**config.mk**
```make
export PLATFORM = sky130hd
export DESIGN_NAME = cll_stack
export DESIGN_NICKNAME = d
export VERILOG_FILES = /design/src/rtl/cll_pkg.sv /design/src/rtl/cll_cell.sv /design/src/rtl/cll_stack.sv
export SDC_FILE = /design/constraint.sdc
export NUM_CORES = 2
export LEC_CHECK = 0
export BUFFER_PORTS_ARGS = -buffer_cell sky130_fd_sc_hd__clkbuf_2
export CAP_MARGIN = 20
export CELL_PAD_IN_SITES_DETAIL_PLACEMENT = 0
export CELL_PAD_IN_SITES_GLOBAL_PLACEMENT = 1
export CORE_MARGIN = 2
export CORE_UTILIZATION = 35
export CTS_BUF_LIST = sky130_fd_sc_hd__clkbuf_4 sky130_fd_sc_hd__clkbuf_8
export CTS_CLUSTER_DIAMETER = 200
export DETAILED_ROUTE_END_ITERATION = 7
export PLACE_DENSITY_LB_ADDON = 0.1
export SYNTH_ARGS = -nofsm -noshare
export SYNTH_HDL_FRONTEND = slang
export SYNTH_HIERARCHICAL = 1
export SYNTH_SLANG_ARGS = --single-unit
```
**constraint.sdc**
```tcl
create_clock -name i_clk -period 1.7 [get_ports i_clk]
set_input_delay 0.255 -clock i_clk [delete_from_list [all_inputs] [get_ports i_clk]]
set_output_delay 0.255 -clock i_clk [all_outputs]
set_load 0.1 [all_outputs]
```
**src/rtl/cll_pkg.sv**
```systemverilog
// cll_pkg: shared types and constants for the cursor linked list engine.
// No dependencies; imported by cll_cell, cll_stack and cursor_linked_list_engine.
`timescale 1ns / 1ps
`default_nettype none

package cll_pkg;

    localparam int ActionWidth = 3;
    localparam int FieldWidth  = 32;
    localparam int CountWidth  = 7;
    localparam int StatusWidth = 2;

    typedef enum logic [ActionWidth-1:0] {
        ACT_INSERT = 3'd0,
        ACT_ERASE  = 3'd1,
        ACT_FWD    = 3'd2,
        ACT_BACK   = 3'd3,
        ACT_HEAD   = 3'd4,
        ACT_TAIL   = 3'd5,
        ACT_CLEAR  = 3'd6
    } t_action;

    typedef enum logic [StatusWidth-1:0] {
        STS_DONE  = 2'd0,
        STS_FULL  = 2'd1,
        STS_EMPTY = 2'd2
    } t_status;

    typedef enum logic [1:0] {
        SH_HOLD = 2'd0,
        SH_PUSH = 2'd1,
        SH_POP  = 2'd2
    } t_shift;

    typedef struct packed {
        logic [ActionWidth-1:0]       action;
        logic signed [FieldWidth-1:0] value;
    } t_cmd;

    typedef struct packed {
        logic signed [FieldWidth-1:0] cursor_value;
        logic                         is_empty;
        logic                         at_head;
        logic                         at_tail;
        logic [CountWidth-1:0]        count;
        logic [StatusWidth-1:0]       status;
    } t_result;

endpackage

`default_nettype wire

```
**src/rtl/cll_cell.sv**
```systemverilog
// cll_cell: one word of a stack chain; takes its upper or lower neighbor on push/pop.
// Depends on cll_pkg (t_shift).
`timescale 1ns / 1ps
`default_nettype none

module cll_cell
    import cll_pkg::*;
#(
    parameter int WORD_WIDTH = 32
) (
    input  logic                  i_clk,
    input  t_shift                i_shift,
    input  logic [WORD_WIDTH-1:0] i_from_up,
    input  logic [WORD_WIDTH-1:0] i_from_down,
    output logic [WORD_WIDTH-1:0] o_word
);

    logic [WORD_WIDTH-1:0] r_word;
    logic [WORD_WIDTH-1:0] n_word;

    always_comb begin
        case (i_shift)
            SH_PUSH: n_word = i_from_up;
            SH_POP:  n_word = i_from_down;
            default: n_word = r_word;
        endcase
    end

    always_ff @(posedge i_clk) begin
        r_word <= n_word;
    end

    assign o_word = r_word;

endmodule

`default_nettype wire

```
**src/rtl/cll_stack.sv**
```systemverilog
// cll_stack: a chain of cll_cell stages forming a push/pop stack, top at cell zero.
// Depends on cll_pkg and cll_cell.
`timescale 1ns / 1ps
`default_nettype none

module cll_stack
    import cll_pkg::*;
#(
    parameter int DEPTH      = 64,
    parameter int WORD_WIDTH = 32
) (
    input  logic                  i_clk,
    input  t_shift                i_shift,
    input  logic [WORD_WIDTH-1:0] i_top_in,
    output logic [WORD_WIDTH-1:0] o_top
);

    logic [WORD_WIDTH-1:0] w_word [DEPTH];

    for (genvar gi = 0; gi < DEPTH; gi++) begin : g_cell
        logic [WORD_WIDTH-1:0] w_up;
        logic [WORD_WIDTH-1:0] w_down;

        if (gi == 0) begin : g_top
            assign w_up = i_top_in;
        end else begin : g_mid
            assign w_up = w_word[gi-1];
        end

        if (gi == DEPTH - 1) begin : g_last
            assign w_down = w_word[gi];
        end else begin : g_inner
            assign w_down = w_word[gi+1];
        end

        cll_cell #(
            .WORD_WIDTH(WORD_WIDTH)
        ) u_cell (
            .i_clk      (i_clk),
            .i_shift    (i_shift),
            .i_from_up  (w_up),
            .i_from_down(w_down),
            .o_word     (w_word[gi])
        );
    end

    assign o_top = w_word[0];

endmodule

`default_nettype wire

```
==> run metrics <==
total global-route track usage 12.9%; RSZ-0062 raised after global routing true; slowest stage cell, crit path edfxtp_1; Worst EP required 1.44 ns; Num CTS Buffers 376; Worst Path Class, Setup flip-flop to primary output; vias in the first global route 42.4k; first-pass GRT wire length 279 mm; core area 277000 um^2; DRC 0; Worst-path clk slew 0.05 ns; r2r setup slk 0.40 ns; cell count after synthesis 4544; Area Growth Syn to Fin 12.6%; max frequency 513 MHz; reg2reg start g_cell[0].u_cell/o_word[16]; Slew @ Worst Pin 0.326 ns; io pins 67; CP Cell Sequence clkbuf_16; Final WS setup -0.249 ns; HPWL Detailed 135 mm; CP Buf/Inv Count 1; Pre-Repair DR Iteration Count 5; failing checks setup timing; cell depth of the worst setup path 1; CTS root buf clkbuf_8; die height 532 um; Fin. Hold Viols 0; largest net degree at the start of global routing 33; biggest area consumer among synthesized cells edfxtp_1; drt wl/cell 20.6 um; Synth area leaders edfxtp_1 63%, mux2_4 30%, buf_12 3.9%, mux2_2 1.5%, ha_1 0.82%; clk buf depth 4; critical path peak fanout 2; crit start category flip-flop; setup TNS -5.46 ns; Seq/Total Area, Yosys 63.0%; Worst Setup SP g_cell[0].u_cell/o_word[29]; placed instance area 102000 um^2; Netlist Area Pre-Place 97600 um^2; top cell type's share of synthesized area 63.0%; CP Data Arrival Time 1.69 ns; max-slew violation count 0; maximum VDD drop 0.568 mV; grt total ovfl 0; post-layout instance area 110000 um^2; crit path to o_top[29]; fin crit period 1.95 ns; Register-to-Register Path Depth 3; Die Wd 532 um; final worst path period share 115%; relative slew slack 78.2%; synth unique cells 7; antenna viol nets, final 0; most frequent cell after synthesis edfxtp_1; fin nets 5156; MaxCap Viol Count 0; DIE AREA 283000 um^2; static leakage 42.2 nW; status complete, but fails checks; Skew-Pair Late Insertion Delay 0.95 ns; RePlAce Congestion 0.711; crit end category primary output; HP Class primary input to flip-flop; Port Buffers 66; CTS tree done; Avg Cell Area, Syn 21.5 um^2; # setup viols final 32; worst stage delay on the critical path 0.51 ns; Synth top cells by count 2048 x edfxtp_1, 1920 x mux2_4, 192 x buf_12, 128 x inv_1, 128 x mux2_2; RR Endpoint g_cell[1].u_cell/o_word[16]; Power Total 132 mW; Initial Util 35.2%; Initial DRC Count 2333; average vias per placed instance 4.36; TritonCTS Sinks 2048; Worst Skew 0.0539 ns; yosys warns 6; Top Family by Delay on Critical Path flip-flops; H-tree levels 5; Post-synth EDFFs 2048; Hold WS 0.147 ns; WL final 186 mm; fin util 39.7%; Largest register FFs 2048; initial antenna violation count 3; row count 193; layout cells sized above 1 56.6%; Power Dens Cells 1200 nW/um^2; Syn Nets 4643; Synth Register Bits 2048; Post-synth ARST share 0%; via count 39.4k; prevailing post-synth register cell edfxtp_1
-- logic make-up (layout without fill, tap and decap cells) --
| kind of cell | count (synthesis) | in the layout | synth area share [%] |
|---|---|---|---|
| other cells | 0 | 4 | 0 |
| buf+inv | 384 | 1167 | 5.17 |
| fa+ha+maj | 64 | 64 | 0.820 |
| mux | 2048 | 2048 | 31.0 |
| flops | 2048 | 2048 | 63.0 |
-- repair_timing --
action | in CTS | in global routing
hold buffers | 34 | 0
gates resized for setup | 74 | 15
endpoints found under the hold margin | 32 | 0
endpoints found under the setup margin | 32 | 32
buffers inserted | 21 | 9
-- layer usage --
metal / vias up / wire, um / part of all wire, % / track usage, %
li1: 18800 / - / - / -
met1: 19600 / 92900 / 50 / 18.7
met2: 640 / 81200 / 44 / 19.5
met3: 363 / 6410 / 3.5 / 2.13
met4: 0 / 5270 / 2.8 / 4.29
met5: - / 0 / 0 / 0
-- stage by stage --
stage	setup slack, ns	cells
6_report	-0.249	9036
5_1_grt	-0.372	9036
4_1_cts	-0.413	9023
3_5_place_dp	-0.262	8320
3_3_place_gp	-0.255	8320
2_1_floorplan	0.120	4544
-- area by class of cell --
| cell class | instances | area, um^2 |
|---|---|---|
| multi-input combinational | 2112 | 31200 |
| fill | 24900 | 167000 |
| clock inverter | 138 | 687 |
| inverter | 128 | 480 |
| tap | 3705 | 4640 |
| sequential | 2048 | 61500 |
| antenna | 4 | 10.0 |
| timing repair buffer | 391 | 5160 |
| clock buffer | 510 | 6190 |
-- placed cells by master, fill, tap and decap left out, types with 12 or more instances in the layout --
cell type / n
buf_12: 149
buf_4: 144
buf_8: 18
clkbuf_16: 12
clkbuf_2: 32
clkbuf_4: 132
clkbuf_8: 378
clkinv_1: 101
clkinv_2: 15
dlygate4sd3_1: 34
edfxtp_1: 2048
ha_2: 64
inv_1: 128
mux2_2: 128
mux2_4: 1920
-- power breakdown --
group	total [mW]	leakage, nW	switching [mW]	internal, mW
Clock	44.1	3.62	20.5	23.6
Sequential	70.7	20.0	5.49	65.3
Combinational	17.5	18.6	5.85	11.7
Total	132	42.2	31.9	101
-- how the worst min path moves through the flow --
stage	cells past startpoint	startpoint	slack, ns	to
4_1_cts	3	i_top_in[1]	0.002	g_cell[0].u_cell/o_word[1]
3_5_place_dp	2	i_top_in[1]	0.56	g_cell[0].u_cell/o_word[1]
3_3_place_gp	1	g_cell[63].u_cell/o_word[31]	0.56	g_cell[63].u_cell/o_word[31]
2_1_floorplan	1	i_top_in[0]	0.47	g_cell[0].u_cell/o_word[0]
6_report	3	i_top_in[1]	0.15	g_cell[0].u_cell/o_word[1]
5_1_grt	3	i_top_in[1]	0.05	g_cell[0].u_cell/o_word[1]
-- worst min-delay path, cell delays in order --
cell           delay [ns]
dlygate4sd3_1        0.52
clkbuf_2             0.09
mux2_4               0.12
No activity file was read; power rests on OpenSTA's default activity.
